--- src/hw/rtl/cnlc_pkg.sv ---
// Shared constants and types for the card number classifier.
// No dependencies; the top level uses it by scoped names.
`default_nettype none
package cnlc_pkg;

    localparam int CARD_W     = 63;           // binary card number width
    localparam int BCD_DIGITS = 19;           // decimal digits of the widest card number
    localparam int DIGIT_W    = 4;
    localparam int BCD_W      = BCD_DIGITS * DIGIT_W;
    localparam int BIT_IDX_W  = $clog2(CARD_W);
    localparam int COUNT_W    = 5;
    localparam int BRAND_W    = 2;

    typedef logic [DIGIT_W-1:0] digit_t;
    typedef logic [BRAND_W-1:0] brand_t;

    // Brand codes
    localparam brand_t BRAND_INVALID = 2'd0;  // failed check or no rule matched
    localparam brand_t BRAND_A15     = 2'd1;  // 15 digits, leading 34 or 37
    localparam brand_t BRAND_M16     = 2'd2;  // 16 digits, leading 51 to 55
    localparam brand_t BRAND_V1316   = 2'd3;  // 13 or 16 digits, leading 4

endpackage
`default_nettype wire

--- src/hw/rtl/card_number_luhn_classifier.sv ---
// Card number classifier: binary to decimal conversion, Luhn mod-10 check, brand rules.
// Depends on cnlc_pkg (constants, digit and brand types).
//
//  channel | direction | handshake            | payload
//  --------+-----------+----------------------+------------------------------------
//  in      | input     | in_valid / in_ready  | card_number[62:0]
//  out     | output    | out_valid / out_ready| brand[1:0], checksum_ok, digit_count[4:0]
//
// out_valid rises once an accepted item has been through the 63 shift-and-add-3 steps of the
// double-dabble unit, then through the Luhn accumulator at one digit a cycle, then through
// the classify step. in_ready is high only while idle, so a new item is accepted only
// after the previous one has left the classify step.
// The result sits in an output register, so the next item is accepted while it waits.
// A stalled output holds the finished item in the classify step until the register frees.
// rst_n clears all control state asynchronously; payload registers are not reset.
`default_nettype none
module card_number_luhn_classifier #(
    parameter int MAX_DIGITS = 19
) (
    input  wire logic                          clk,
    input  wire logic                          rst_n,
    input  wire logic                          in_valid,
    output logic                               in_ready,
    input  wire logic [cnlc_pkg::CARD_W-1:0]   card_number,
    output logic                               out_valid,
    input  wire logic                          out_ready,
    output logic [cnlc_pkg::BRAND_W-1:0]       brand,
    output logic                               checksum_ok,
    output logic [cnlc_pkg::COUNT_W-1:0]       digit_count
);

    localparam logic [1:0] ST_IDLE = 2'd0;
    localparam logic [1:0] ST_CONV = 2'd1;
    localparam logic [1:0] ST_SCAN = 2'd2;
    localparam logic [1:0] ST_FIN  = 2'd3;

    localparam logic [cnlc_pkg::BIT_IDX_W-1:0] LAST_BIT =
        cnlc_pkg::BIT_IDX_W'(cnlc_pkg::CARD_W - 1);
    localparam logic [cnlc_pkg::COUNT_W-1:0] LAST_DIGIT =
        cnlc_pkg::COUNT_W'(MAX_DIGITS - 1);
    localparam logic [cnlc_pkg::COUNT_W-1:0] MAX_COUNT =
        cnlc_pkg::COUNT_W'(MAX_DIGITS);

    // control state
    logic [1:0]                         state_reg, state_next;
    logic                               out_valid_reg, out_valid_next;
    // working registers
    logic [cnlc_pkg::BIT_IDX_W-1:0]     bit_idx_reg, bit_idx_next;
    logic [cnlc_pkg::COUNT_W-1:0]       digit_idx_reg, digit_idx_next;
    logic [cnlc_pkg::CARD_W-1:0]        bin_reg, bin_next;
    logic [cnlc_pkg::BCD_W-1:0]         bcd_reg, bcd_next;
    cnlc_pkg::digit_t                   acc_reg, acc_next;     // digit sum mod 10
    cnlc_pkg::digit_t                   prev_reg, prev_next;   // digit one place lower
    cnlc_pkg::digit_t                   first_reg, first_next;
    cnlc_pkg::digit_t                   second_reg, second_next;
    logic [cnlc_pkg::COUNT_W-1:0]       count_reg, count_next;
    // output register
    cnlc_pkg::brand_t                   brand_reg, brand_next;
    logic                               ok_reg, ok_next;
    logic [cnlc_pkg::COUNT_W-1:0]       dcount_reg, dcount_next;

    // shared datapath signals
    logic [cnlc_pkg::BCD_W-1:0]         bcd_adj;
    cnlc_pkg::digit_t                   cur_digit;
    logic [4:0]                         dbl;
    cnlc_pkg::digit_t                   weighed;
    logic [4:0]                         acc_sum;
    logic                               overflow;
    logic                               chk_ok;
    logic                               slot_free;
    cnlc_pkg::brand_t                   brand_cls;
    logic [cnlc_pkg::COUNT_W-1:0]       count_fin;

    assign in_ready    = (state_reg == ST_IDLE);
    assign out_valid   = out_valid_reg;
    assign brand       = brand_reg;
    assign checksum_ok = ok_reg;
    assign digit_count = dcount_reg;

    // Double-dabble correction: add 3 to every BCD digit of 5 or more before the shift.
    always_comb
    begin
        for (int k = 0; k < cnlc_pkg::BCD_DIGITS; k++)
        begin
            if (bcd_reg[k*cnlc_pkg::DIGIT_W +: cnlc_pkg::DIGIT_W] >= 4'd5)
                bcd_adj[k*cnlc_pkg::DIGIT_W +: cnlc_pkg::DIGIT_W] =
                    bcd_reg[k*cnlc_pkg::DIGIT_W +: cnlc_pkg::DIGIT_W] + 4'd3;
            else
                bcd_adj[k*cnlc_pkg::DIGIT_W +: cnlc_pkg::DIGIT_W] =
                    bcd_reg[k*cnlc_pkg::DIGIT_W +: cnlc_pkg::DIGIT_W];
        end
    end

    // Luhn weighting of the lowest remaining digit: double at odd places, fold above 9.
    always_comb
    begin
        cur_digit = bcd_reg[cnlc_pkg::DIGIT_W-1:0];
        dbl       = {cur_digit, 1'b0};
        if (digit_idx_reg[0])
            weighed = (dbl > 5'd9) ? 4'(dbl - 5'd9) : dbl[3:0];
        else
            weighed = cur_digit;
        acc_sum = {1'b0, acc_reg} + {1'b0, weighed};
    end

    // Classification from the scan results; the remaining BCD digits flag overflow.
    always_comb
    begin
        overflow  = |bcd_reg;
        chk_ok    = (acc_reg == 4'd0);
        count_fin = overflow ? MAX_COUNT : count_reg;
        brand_cls = cnlc_pkg::BRAND_INVALID;
        if (chk_ok && !overflow && count_reg != '0)
        begin
            if (count_reg == 5'd15 && first_reg == 4'd3 &&
                (second_reg inside {4'd4, 4'd7}))
                brand_cls = cnlc_pkg::BRAND_A15;
            else if (count_reg == 5'd16 && first_reg == 4'd5 &&
                     (second_reg inside {[4'd1:4'd5]}))
                brand_cls = cnlc_pkg::BRAND_M16;
            else if ((count_reg inside {5'd13, 5'd16}) && first_reg == 4'd4)
                brand_cls = cnlc_pkg::BRAND_V1316;
        end
    end

    assign slot_free = !out_valid_reg || out_ready;

    // Sequencer
    always_comb
    begin
        state_next     = state_reg;
        out_valid_next = out_valid_reg;
        bit_idx_next   = bit_idx_reg;
        digit_idx_next = digit_idx_reg;
        bin_next       = bin_reg;
        bcd_next       = bcd_reg;
        acc_next       = acc_reg;
        prev_next      = prev_reg;
        first_next     = first_reg;
        second_next    = second_reg;
        count_next     = count_reg;
        brand_next     = brand_reg;
        ok_next        = ok_reg;
        dcount_next    = dcount_reg;

        // drop the result once it is taken
        if (out_valid_reg && out_ready)
            out_valid_next = 1'b0;

        case (state_reg)
            ST_IDLE:
            begin
                if (in_valid)
                begin
                    bin_next     = card_number;
                    bcd_next     = '0;
                    bit_idx_next = '0;
                    state_next   = ST_CONV;
                end
            end
            ST_CONV:
            begin
                // shift the binary word into the corrected BCD register, msb first
                bcd_next     = {bcd_adj[cnlc_pkg::BCD_W-2:0], bin_reg[cnlc_pkg::CARD_W-1]};
                bin_next     = {bin_reg[cnlc_pkg::CARD_W-2:0], 1'b0};
                bit_idx_next = bit_idx_reg + 1'b1;
                if (bit_idx_reg == LAST_BIT)
                begin
                    digit_idx_next = '0;
                    acc_next       = '0;
                    prev_next      = '0;
                    first_next     = '0;
                    second_next    = '0;
                    count_next     = '0;
                    state_next     = ST_SCAN;
                end
            end
            ST_SCAN:
            begin
                // advance one digit from the right
                acc_next  = (acc_sum >= 5'd10) ? 4'(acc_sum - 5'd10) : acc_sum[3:0];
                prev_next = cur_digit;
                if (cur_digit != 4'd0)
                begin
                    count_next  = digit_idx_reg + 1'b1;
                    first_next  = cur_digit;
                    second_next = prev_reg;
                end
                bcd_next       = {{cnlc_pkg::DIGIT_W{1'b0}},
                                  bcd_reg[cnlc_pkg::BCD_W-1:cnlc_pkg::DIGIT_W]};
                digit_idx_next = digit_idx_reg + 1'b1;
                if (digit_idx_reg == LAST_DIGIT)
                    state_next = ST_FIN;
            end
            ST_FIN:
            begin
                // hold until the output register is free
                if (slot_free)
                begin
                    brand_next     = brand_cls;
                    ok_next        = chk_ok;
                    dcount_next    = count_fin;
                    out_valid_next = 1'b1;
                    state_next     = ST_IDLE;
                end
            end
            default:
            begin
                state_next = ST_IDLE;
            end
        endcase
    end

    always_ff @(posedge clk or negedge rst_n)
    begin
        if (!rst_n)
        begin
            state_reg     <= ST_IDLE;
            out_valid_reg <= 1'b0;
        end
        else
        begin
            state_reg     <= state_next;
            out_valid_reg <= out_valid_next;
        end
    end

    always_ff @(posedge clk)
    begin
        bit_idx_reg   <= bit_idx_next;
        digit_idx_reg <= digit_idx_next;
        bin_reg       <= bin_next;
        bcd_reg       <= bcd_next;
        acc_reg       <= acc_next;
        prev_reg      <= prev_next;
        first_reg     <= first_next;
        second_reg    <= second_next;
        count_reg     <= count_next;
        brand_reg     <= brand_next;
        ok_reg        <= ok_next;
        dcount_reg    <= dcount_next;
    end

endmodule
`default_nettype wire
--- config.mk ---
export PLATFORM = sky130hd
export DESIGN_NAME = card_number_luhn_classifier
export DESIGN_NICKNAME = d
export VERILOG_FILES = /design/src/hw/rtl/cnlc_pkg.sv /design/src/hw/rtl/card_number_luhn_classifier.sv
export SDC_FILE = /design/constraint.sdc
export NUM_CORES = 1
export LEC_CHECK = 0
export BUFFER_PORTS_ARGS = -buffer_cell sky130_fd_sc_hd__buf_2
export CAP_MARGIN = 5
export CORE_MARGIN = 2
export CORE_UTILIZATION = 25
export CTS_CLUSTER_DIAMETER = 30
export DETAILED_ROUTE_END_ITERATION = 10
export SLEW_MARGIN = 20
export SYNTH_ARGS = -nofsm -noshare
export SYNTH_HDL_FRONTEND = slang
export SYNTH_SLANG_ARGS = --single-unit
--- constraint.sdc ---
create_clock -name clk -period 6.06 [get_ports clk]
set_input_delay 0 -clock clk [delete_from_list [all_inputs] [get_ports clk]]
set_output_delay 0 -clock clk [all_outputs]
set_load 0.005 [all_outputs]
# Yosys cells after proc, flatten, opt, wreduce, memory -nomap -nowiden
# Cells that the tools add are included.
[word_totals]
reg_bits = 182
in_bits = 67
out_inout_bits = 10
elab_cells = 160
[op_classes]
addsub = 24
order_cmp = 23
n_eq_ne = 18
mux = 50
n_bitwise = 1
reduce_logical = 29
[op_table]
columns = ["cell", "n"]
rows = [
  ["$pmux W76 S3", 1],
  ["$pmux W63 S2", 1],
  ["$mux W4", 24],
  ["$ge A4 B3 Y1 const B", 19],
  ["$mux W76", 1],
  ["$reduce_or A76 Y1", 1],
  ["$add A4 B2 Y4 const B", 18],
  ["$mux W63", 1],
  ["$pmux W4 S2", 4],
  ["$pmux W5 S2", 2],
  ["$eq A4 B3 Y1 const B", 4],
  ["$mux W2", 6],
  ["$pmux W6 S2", 1],
  ["$eq A5 B4 Y1 const B", 2],
  ["$eq A5 B5 Y1 const B", 2],
  ["$mux W5", 2],
  ["$ne A2 B2 Y1 const B", 5],
  ["$logic_and A1 B1 Y1", 9],
  ["$pmux W2 S4", 1],
  ["$reduce_and A2 Y1", 4],
  ["$reduce_bool A2 Y1", 4],
  ["$sub A4 B4 Y4 const B", 2],
  ["$add A6 B1 Y6 const B", 1],
  ["$eq A6 B6 Y1 const B", 1],
  ["24 further kinds", 29],
]

# Longest topological paths before layout
# Gate-level depths: netlist of the first run.
[depth]
depth_word = 7
mapped_depth = 15
mapped_depth_nobuf = 15

# Worst setup path before layout of the first run
# Ideal clock, no wire load.
[synth_timing]
path_kind = "reg2reg"
from = "reg state_reg[1]"
to = "reg bin_reg[0] (netlist name) (enable)"
setup_ns = 0.591
t_arrival_ns = 5.680
path_slack_ns = -0.212
stages_incl_launch_ff = 5
n_path_buf = 0
period_less_slack_ns = 6.272
cell_sequence = "dfrtp_1 -> inv_1 -> ha_1 -> inv_1 -> o21ai_0"
[synth_between]
elab_chain_len = 3
word_cells_on_any_way = 5
[synth_rtl]
columns = ["element", "line_no", "source"]
rows = [
  ["start: declaration", "card_number_luhn_classifier.sv:45", "logic [1:0] state_reg, state_next;"],
  ["start signal: assignment", "card_number_luhn_classifier.sv:223", "state_reg <= state_next;"],
  ["$eq A2 B1 Y1 / $logic_not A2 Y1 (equally long branches)", "card_number_luhn_classifier.sv:150", "case (state_reg)"],
  ["$reduce_bool A2 Y1 (no line) / $ne A2 B2 Y1 (equally long branches)", "-", ""],
  ["$reduce_and A2 Y1 (no line) *", "-", ""],
  ["end signal: assignment", "card_number_luhn_classifier.sv:232", "bin_reg <= bin_next;"],
  ["end: declaration", "card_number_luhn_classifier.sv:50", "logic [cnlc_pkg::CARD_W-1:0] bin_reg, bin_next;"],
]
# Every way passes the cells marked *; elsewhere a longest branch is shown, timed or not.
# A chain may end at the register's enable or synchronous reset.

# Worst setup path in the final report of the first run
[layout_timing]
from = "reg bcd_reg[0] (netlist name)"
to = "reg acc_reg[2] (data pin)"
[layout_between]
elab_chain_len = 7
word_cells_on_any_way = 9
[layout_rtl]
columns = ["element", "line_no", "source"]
rows = [
  ["start: declaration", "card_number_luhn_classifier.sv:51", "logic [cnlc_pkg::BCD_W-1:0] bcd_reg, bcd_next;"],
  ["start signal: assignment", "card_number_luhn_classifier.sv:233", "bcd_reg <= bcd_next;"],
  ["$sub A4 B4 Y4 / $gt A5 B4 Y1 (equally long branches)", "card_number_luhn_classifier.sv:100", "weighed = (dbl > 5'd9) ? 4'(dbl - 5'd9) : dbl[3:0];"],
  ["$mux W4", "card_number_luhn_classifier.sv:100", ""],
  ["$mux W4 *", "card_number_luhn_classifier.sv:99", "if (digit_idx_reg[0])"],
  ["$add A4 B4 Y5 *", "card_number_luhn_classifier.sv:103", "acc_sum = {1'b0, acc_reg} + {1'b0, weighed};"],
  ["$sub A4 B4 Y4 / $ge A5 B4 Y1 (equally long branches)", "card_number_luhn_classifier.sv:181", "acc_next = (acc_sum >= 5'd10) ? 4'(acc_sum - 5'd10) : acc_sum[3:0];"],
  ["$mux W4 *", "card_number_luhn_classifier.sv:181", ""],
  ["$pmux W4 S2 *", "card_number_luhn_classifier.sv:150", ""],
  ["end signal: assignment", "card_number_luhn_classifier.sv:234", "acc_reg <= acc_next;"],
  ["end: declaration", "card_number_luhn_classifier.sv:52", "cnlc_pkg::digit_t acc_reg, acc_next;"],
]
# Marks and branches as above.

==> impl_results.md, run 1 <==
- Clock transition at path regs: roughly 0.070 ns
- Worst Hold Class: input pin to flip-flop
- Wire length per cell: between 10 and 15 um
- Antenna diode count: 0
- Sw Ratio: between 30% and 40%
- Top cells by area, synth: edfxtp_1 (54%), ha_1 (8.8%), mux2_2 (7.1%), o21ai_0 (4.3%), a21oi_1 (3.7%)
- Least-Margin Pin Slew: slightly above 1 ns
- Fin crit period: roughly 3.6 ns
- Remaining antenna violation count after routing: 0
- Most frequent CP cell: inv_1
- Core area: slightly below 40000 sq um
- Post-synth top area share: 53.9%
- GR Util met2: 16.3%
- Comb pwr share: a little over a quarter
- Max incr delay on CP: around 0.46 ns
- Crit path max-delay family: compound AO/OA/AOI/OAI gates
- Ratio of cells with drive above 1 in the final layout: 19.2%
- Num CTS Buffers: 17
- Fill count: approximately 4000
- Die footprint: slightly above 40000 sq um
- CP endpoint kind: flip-flop
- # hold bufs at CTS: 66
- Post-synth cell types: between 40 and 50
- Via/cell ratio: roughly 4.4
- Total Power: 4.01 mW
- Die Wd: between 200 and 250 um
- CTS Sinks: 182
- Mean Syn Cell Area: 11.6 sq um
- Clk buf depth: 2
- Crit Path Class: flip-flop to flip-flop
- Fraction of the yosys area taken by sequential cells: a little over half
- Status: complete, no violations
- Routed wire length: approximately 21000 um
- Post-route clock period utilization: about three fifths
- Ys flop type: edfxtp_1
- Flop pwr share: between 40 and 50%
- RSZ-0062 raised after global routing: no
- Root buffer cell: clkbuf_16
- Port Buffers: 76
- CP Cell Sequence: inv_1 -> ha_1 -> inv_1 -> a21oi_1 -> xnor2_1 -> nand2_1 -> a21boi_0 -> fa_1 -> xnor2_1 -> inv_1 -> ha_1 -> o31ai_1 -> a311o_1 -> a31oi_1 -> mux2i_1
- Pin count of the biggest net entering global routing: 77
- Syn Inst Count: approximately 860
- Most numerous cell in the Yosys netlist: edfxtp_1
- Post-CTS setup buffers: 0
- CTS H-tree lvls: 4
- Number of synthesized flops with an enable pin: 179
- Post-synth top area cell: edfxtp_1
- CP Launch Type: flip-flop
- Final nets: ~1100
- Synth Net Count: approximately 1000
- PD cells: about 330 nW/um^2
- Syn Std Cell Area: 9980 sq um
- FP Rows: 73
- Fmax: ~0.28 GHz
- Drt drc: 0
- Die Height: 204 um
- Post-Route Skew: approximately 0.011 ns
- FFs w/ async S/R, synth: under 10%
- Fin Setup TNS: 0 ns
- Number of warnings issued by yosys: 0
- Max reg flops: 76
- Top Usage Layer GRT: met2
- Congestion Overflow GR: 0
- Gp weighted congestion: a little under 0.8
- Detailed placement HPWL: 13700 um
- Top cells by count, synth: edfxtp_1 (179), nand2_1 (91), o21ai_0 (86)
- Clock power share: ~30%
- Cell Int Power: about 2.8 mW
- Routed vias: 6765
- Met1 global-route usage: 13.8%
- Max-Cap Viols: 0
- Gr usage total: 10.3%
- Arrival time worst endpoint: ~3.8 ns
- DR iter-0 viols: approximately 490
- Max Fanout on Critical Path: 7
- Final setup viols: 0
- Leakage: 4.74 nW
- Critical Path RT: roughly 6.2 ns
- Number of antenna violations at the first check in global routing: 0
- Register bit count reported by yosys: approximately 180
- VDD IR max: 154 uV
- P&R area growth vs syn: 22.9%
- Relative slew slack: a little under a third
- Worst Path Buf+Inv: 3
- CTS tree: done
- First-pass GRT wire length: ~35000 um
- Drt first pass iters: 4
- NetSw: about 1.2 mW
- Clk_lat worst skew: 0.43 ns
- Global Route met3 Usage: under 10%
- I/O Pins: slightly below 80
- Number of global-route vias before repair: slightly below 7000
- Pins Over Slew Limit: 0
- Slowest cell on the critical path: edfxtp_1
- Final hold vios: 0
- Initial core utilization: around 25%
- Post-CTS sizing: 0
[power groups by stage]
stage               clock [mW]  sequential (mW)  combinational (mW)
floorplan                    0             1.71               0.821
global placement             0             1.79               0.977
detailed placement           0             1.79                1.01
CTS                       1.22             1.77                1.06
global route              1.27             1.79                1.21
finish                    1.20             1.76                1.05
[final timing paths]
| path | slack [ns] | from | cells past startpoint | endpoint |
|---|---|---|---|---|
| setup / recovery | 2.45 | bcd_reg[0]$_DFFE_PP_ | 15 | acc_reg[2]$_SDFFCE_PN0P_ |
| hold / removal | 0.28 | in_valid | 3 | bit_idx_reg[2]$_SDFFCE_PN0P_ |
| setup reg to reg | 2.45 | bcd_reg[0]$_DFFE_PP_ | 15 | acc_reg[2]$_SDFFCE_PN0P_ |
| hold reg to reg | 0.53 | prev_reg[0]$_DFFE_PP_ | 1 | second_reg[0]$_SDFFCE_PN0P_ |
| max in group asynchronous | 5.46 | rst_n | 3 | out_valid$_DFF_PN0_ |
| min in group asynchronous | 0.44 | rst_n | 3 | state_reg[0]$_DFFE_PN0P_ |
[logic make-up after synthesis]
kind of cell	Yosys count	synth area share, %
AOI/OAI and AO/OA	182	9.77
xor gates and xnor gates	38	3.34
adders and majority gates	71	8.98
buffers and inverters	79	3.03
DFF	182	54.6
muxes	66	7.41
and+or+nand+nor	243	12.9
[per-layer routing]
metal / share of wire (%) / vias to the layer above / routed length [um]
met5: 0 / - / 0
li1: - / 3380 / -
met1: 48 / 3221 / 10000
met4: 1.4 / 0 / 289
met3: 4.3 / 20 / 880
met2: 46 / 144 / 9520
[per-stage QoR]
stage / std cells / hold slack, ns / area (sq um) / worst slack [ns] / util (%)
floorplan: 861 / -0.296 / 9980 / 1.51 / -
global placement: 1440 / -0.199 / 11000 / 2.54 / 27.7
detailed placement: 1440 / -0.195 / 11000 / 2.46 / 27.7
CTS: 1538 / 0.268 / 12300 / 2.44 / 31.0
global route: 1538 / 0.295 / 12300 / 2.18 / 31.0
finish: 1538 / 0.275 / 12300 / 2.45 / 31.0
[area by class of cell]
cell class	instances	area, sq um	area share [%]
Clock buffer	18	429	3.50
Tap cell	525	657	5.36
Sequential cell	182	5450	44.5
Multi-Input combinational cell	600	4250	34.7
Inverter	51	191	1.56
Clock inverter	14	196	1.60
Timing Repair Buffer	148	1090	8.86
[cells in the final DEF, fill, tap and decap left out, types with 8 or more instances in the layout]
| cell | instances |
|---|---|
| ha_1 | 69 |
| xor2_1 | 14 |
| clkbuf_16 | 17 |
| a21oi_1 | 73 |
| edfxtp_1 | 179 |
| dlygate4sd3_1 | 66 |
| nor3b_1 | 27 |
| xnor2_1 | 24 |
| mux2_2 | 63 |
| and2_1 | 8 |
| o31ai_1 | 11 |
| o21ai_0 | 84 |
| nand3_1 | 9 |
| inv_1 | 51 |
| nor2_1 | 44 |
| nand2b_1 | 26 |
| buf_2 | 76 |
| nand2_1 | 90 |
[worst reg2reg max path: cells and delay by family (launching register included)]
family / cells / cell delay (ns)
adder cells (fa/ha/maj): 3 / 0.95
buffers and inverters: 3 / 0.29
XOR/XNOR: 2 / 0.33
AND/OR/NAND/NOR: 1 / 0.09
multiplexers: 1 / 0.12
flip-flops: 1 / 0.46
AO/OA/AOI/OAI: 5 / 1.11
Power figures use the tool's default switching activity.
==> run 2: changes to the inputs <==
- clock period: 6.06 -> 3.5 ns (I/O delays scaled with it)
==> run 2 against run 1 <==
  * Sequential share of layout area is 0.15 points lower
  * Clock-buffer cell count is 1 lower
  * First-iteration DRC count is 26% lower
==> impl_results.md, run 2 (synthesis gave the netlist of run 1 again) <==
- Routed wire length: approximately 21000 um
- Arrival time worst endpoint: 3.61 ns
- Die Wd: a little over 200 um
- Drt drc: 0
- Remaining antenna violation count after routing: 0
- Critical Path RT: between 3 and 4 ns
- Drt first pass iters: 7
- FP Rows: 73
- Fmax: approximately 0.3 GHz
- Commonest non-fill, non-tap cell in the layout: edfxtp_1
- First-pass GRT wire length: approximately 34000 um
- Gp weighted congestion: roughly 0.8
- Pin count of the biggest net entering global routing: 77
- Ratio of cells with drive above 1 in the final layout: around 20%
- Clock transition at path regs: roughly 0.080 ns
- Leakage: about 4.8 nW
- VDD IR max: around 270 uV
- CP endpoint kind: flip-flop
- PD cells: between 500 and 600 nW/um^2
- Least-Margin Pin Slew: between 0.8 and 0.9 ns
- Root buffer cell: clkbuf_16
- DP Cell Count: 1445
- DR iter-0 viols: 365
- R2r setup slk: 0.17 ns
- P&R area growth vs syn: 23.3%
- Core area: 39500 sq um
- Max reg flops: 76
- Port Buffers: between 70 and 80
- Die footprint: approximately 42000 sq um
- Number of global-route vias before repair: just under 7000
- Wire length per cell: ~13 um
- CTS H-tree lvls: 4
- Fin crit period: 3.33 ns
- Gr usage total: 10.2%
- Antenna diode count: 0
- Relative slew slack: around 45%
- Fin Setup TNS: 0 ns
- Die Height: 204 um
- CTS tree: done
- Worst Hold Class: input pin to flip-flop
- Max-Cap Viols: 0
- Post-Route Skew: slightly above 0.01 ns
- Clk buf depth: 2
- Congestion Overflow GR: 0
- Post-route clock period utilization: roughly 95%
- Via/cell ratio: 4.39
- Number of antenna violations at the first check in global routing: 0
- CP Launch Type: flip-flop
- Max Fanout on Critical Path: 5
- Status: complete, no violations
- Final setup viols: 0
- Most frequent cells in the layout: edfxtp_1 (179), nand2_1 (90), o21ai_0 (84), buf_2 (76), a21oi_1 (72)
- Num CTS Buffers: 17
- Final hold vios: 0
- Pins Over Slew Limit: 0
- CTS Sinks: approximately 180
- Crit Path Class: flip-flop to flip-flop
- Final nets: 1144
- Initial core utilization: 25.2%
- I/O Pins: 77
- Routed vias: slightly below 7000
- Clk_lat worst skew: roughly 0.43 ns
- Detailed placement HPWL: between 10000 and 15000 um
- Post-route insts no fill: about 1500
## run 2: area by class of cell
cell class	instances	area (sq um)
fill	3997	27200
clock buffer	17	425
multi-input combinational	600	4270
clock inverter	14	135
sequential	182	5450
inverter	51	191
tap	525	657
timing repair buffer	154	1170
## run 2: where the power goes
part           switching [mW]  internal, mW  total, mW
logic                   0.994         0.910       1.90
registers               0.317          2.74       3.05
clock network           0.919         0.944       1.86
total                    2.23          4.59       6.82
## run 2: path summary, 6_finish.rpt
path,startpoint,end,cells after the start
max in group asynchronous,rst_n,out_valid$_DFF_PN0_,3
setup / recovery,bcd_reg[1]$_DFFE_PP_,acc_reg[1]$_SDFFCE_PN0P_,15
setup reg to reg,bcd_reg[1]$_DFFE_PP_,acc_reg[1]$_SDFFCE_PN0P_,15
hold reg to reg,out_valid$_DFF_PN0_,out_valid$_DFF_PN0_,2
min in group asynchronous,rst_n,state_reg[1]$_DFFE_PN0P_,3
hold / removal,in_valid,bit_idx_reg[3]$_SDFFCE_PN0P_,4
## run 2: critical path: stages (launching register included)
cell      delay (ns)
edfxtp_1        0.45
inv_2           0.12
ha_1            0.17
inv_1           0.07
a21oi_2         0.19
xnor2_1         0.15
nand2_1         0.10
a21boi_0        0.18
fa_2            0.40
xnor2_1         0.17
inv_1           0.08
ha_2            0.22
o31ai_1         0.13
a311o_1         0.37
a31oi_4         0.19
mux2i_1         0.20
## run 2: per-stage QoR
step / setup slack [ns] / utilization, % / hold slack, ns / area [sq um] / power [mW]
6_report: 0.167 / 31.1 / 0.255 / 12300 / 6.82
5_1_grt: -0.0391 / 31.1 / 0.280 / 12300 / 7.27
4_1_cts: 0.0177 / 31.0 / 0.261 / 12300 / 6.79
3_5_place_dp: -0.0167 / 27.9 / -0.197 / 11000 / 4.85
3_3_place_gp: 0.158 / 27.9 / -0.199 / 11000 / 4.79
2_1_floorplan: 0.200 / - / -0.296 / 9980 / 4.39
## run 2: per-layer routing
metal  track usage, %  routed length, um  share of wire (%)  vias up
met5                0                  0                  0        -
met4             2.35                157               0.76        0
met3             2.65                883                4.3        9
met2             16.8               9670                 47      125
met1             13.4               9940                 48     3244
li1                 -                  -                  -     3397
## run 2: repair_timing
item,4_1_cts,5_1_grt
endpoints found under the setup margin,2,2
resized for setup,1,5
hold buffers,66,0
endpoints found under the hold margin,67,0
buffers inserted,0,1
pin swaps,0,0
==> run 3: changes to the inputs <==
- CAP_MARGIN: 5 -> 20
- clock period: 3.5 -> 4.3 ns (I/O delays scaled with it)
==> run 3 against run 2 <==
  * Combinational power decreased by 22%
  * Flip-flop and latch count unchanged
  * Global-route usage increased by 0.18 points
  * Register-to-register slack better by 0.51 ns
  * Wire length rose by 1.7%
==> impl_results.md, run 3 (synthesis gave the netlist of run 1 again) <==
- DP Cell Count: 1442
- Routed vias: 6751
- Max-Cap Viols: 0
- Core area: between 30000 and 40000 sq um
- Max incr delay on CP: 0.45 ns
- Routed wire length: around 21000 um
- Least-Margin Pin Slew: 0.935 ns
- Final setup viols: 0
- Drt drc: 0
- Num CTS Buffers: 17
- Pre-CTS setup slack: 0.686 ns
- Placed Area: 11000 sq um
- DR iter-0 viols: 400
- Clock transition at path regs: around 0.070 ns
- Worst Path Buf+Inv: 3
- Detailed placement HPWL: about 14000 um
- CP Cell Sequence: inv_1 -> ha_1 -> inv_1 -> a21oi_1 -> xnor2_1 -> nand2_1 -> a21boi_0 -> fa_1 -> xnor2_1 -> inv_1 -> ha_1 -> o31ai_1 -> a311o_1 -> a31oi_1 -> mux2i_1
- Status: complete, no violations
- Die Wd: slightly above 200 um
- P&R area growth vs syn: 22.6%
- Number of global-route vias before repair: 6877
- Final Instance Area: between 10000 and 15000 sq um
- I/O Pins: a little under 80
- Most frequent CP cell: inv_1
- Remaining antenna violation count after routing: 0
- Port Buffers: 76
- Clk buf depth: 2
- Drt first pass iters: 5
- Die footprint: 41500 sq um
- Crit path max-delay family: compound AO/OA/AOI/OAI gates
- Max Fanout on Critical Path: 7
- Worst Hold Class: input pin to flip-flop
- Slowest cell on the critical path: edfxtp_1
- Relative slew slack: 37.7%
- Total Power: between 5 and 6 mW
- Number of antenna violations at the first check in global routing: 0
- Critical Path RT: ~4.5 ns
- Crit Path Class: flip-flop to flip-flop
- RSZ-0062 raised after global routing: no
- Worst setup margin: about 0.68 ns
- Root buffer cell: clkbuf_16
- Via/cell ratio: ~4.4
- Post-route insts no fill: 1538
- Arrival time worst endpoint: approximately 3.8 ns
- Die Height: ~200 um
- Wire length per cell: between 10 and 15 um
- Minimum hold slack: between 0.2 and 0.25 ns
- Final cell utilization of the core: a little under a third
- Leakage: about 4.7 nW
- Gr usage total: between 10% and 20%
- Pin count of the biggest net entering global routing: 70
- CP endpoint kind: flip-flop
- Max reg flops: 76
- Pins Over Slew Limit: 0
- Gp weighted congestion: roughly 0.80
- Congestion Overflow GR: 0
- Post-route clock period utilization: 84.2%
- CTS tree: done
- First-pass GRT wire length: 34700 um
- Commonest non-fill, non-tap cell in the layout: edfxtp_1
- Ratio of cells with drive above 1 in the final layout: between 10% and 20%
- CTS H-tree lvls: 4
- Final hold vios: 0
- Antenna diode count: 0
- CTS Sinks: between 150 and 200
- CP Launch Type: flip-flop
- Most frequent cells in the layout: edfxtp_1 (179), nand2_1 (90), o21ai_0 (84), buf_2 (76), a21oi_1 (73)
- FP Rows: between 70 and 80
- PD cells: 457 nW/um^2
- Initial core utilization: between 20% and 30%
- Final nets: about 1100
- Post-Route Skew: 0.0195 ns
- Clk_lat worst skew: 0.44 ns
- Fmax: around 0.28 GHz
- VDD IR max: 267 uV
- Fin crit period: about 3.6 ns
- Post-CTS setup buffers: 0
- Fin Setup TNS: 0 ns
==> run 3: cell types whose count changed in the layout (fill, tap and decap cells not counted), sizes merged <==
cell | before | now
inv | 60 | 54
bufinv | 0 | 3
buf | 88 | 84
clkbuf | 17 | 18
clkinv | 4 | 5
==> run 3: worst min-delay path: stages <==
cell and delay [ns]:
buf_2 0.09, nor2b_1 0.07, a31oi_1 0.15, o221ai_1 0.17
mux2i_1 0.15
==> run 3: cell type report <==
type | instances | area [sq um]
inverters | 51 | 191
multi-input cells | 600 | 4250
flip-flops and latches | 182 | 5450
clock buffers | 18 | 429
well taps | 525 | 657
repair buffers | 150 | 1100
fillers | 3933 | 27300
clock inverters | 12 | 154
==> run 3: final timing paths <==
| check | slack [ns] | depth (start not counted) | startpoint | end |
|---|---|---|---|---|
| setup / recovery | 0.68 | 15 | bcd_reg[1]$_DFFE_PP_ | acc_reg[1]$_SDFFCE_PN0P_ |
| hold / removal | 0.24 | 5 | in_valid | state_reg[0]$_DFFE_PN0P_ |
| setup reg to reg | 0.68 | 15 | bcd_reg[1]$_DFFE_PP_ | acc_reg[1]$_SDFFCE_PN0P_ |
| hold reg to reg | 0.53 | 1 | prev_reg[1]$_DFFE_PP_ | second_reg[1]$_SDFFCE_PN0P_ |
| max in group asynchronous | 3.68 | 3 | rst_n | out_valid$_DFF_PN0_ |
| min in group asynchronous | 0.47 | 3 | rst_n | state_reg[1]$_DFFE_PN0P_ |
==> run 3: layer usage <==
metal	GRT usage (%)	part of all wire [%]	up-vias
met5	0	0	-
li1	-	-	3378
met4	3.55	1.8	0
met2	16.7	46	132
met1	13.4	48	3219
met3	2.89	4.9	22
==> run 3: repair_timing <==
item,4_1_cts,5_1_grt
endpoints found under the hold margin,67,0
resized for setup,0,0
hold buffers,66,0
==> run 3: report_power, final <==
group / internal, mW / switching (mW) / total [mW] / leakage (nW)
combinational: 0.710 / 0.780 / 1.49 / 2.44
clock: 0.912 / 0.703 / 1.61 / 0.282
sequential: 2.23 / 0.259 / 2.49 / 2.01
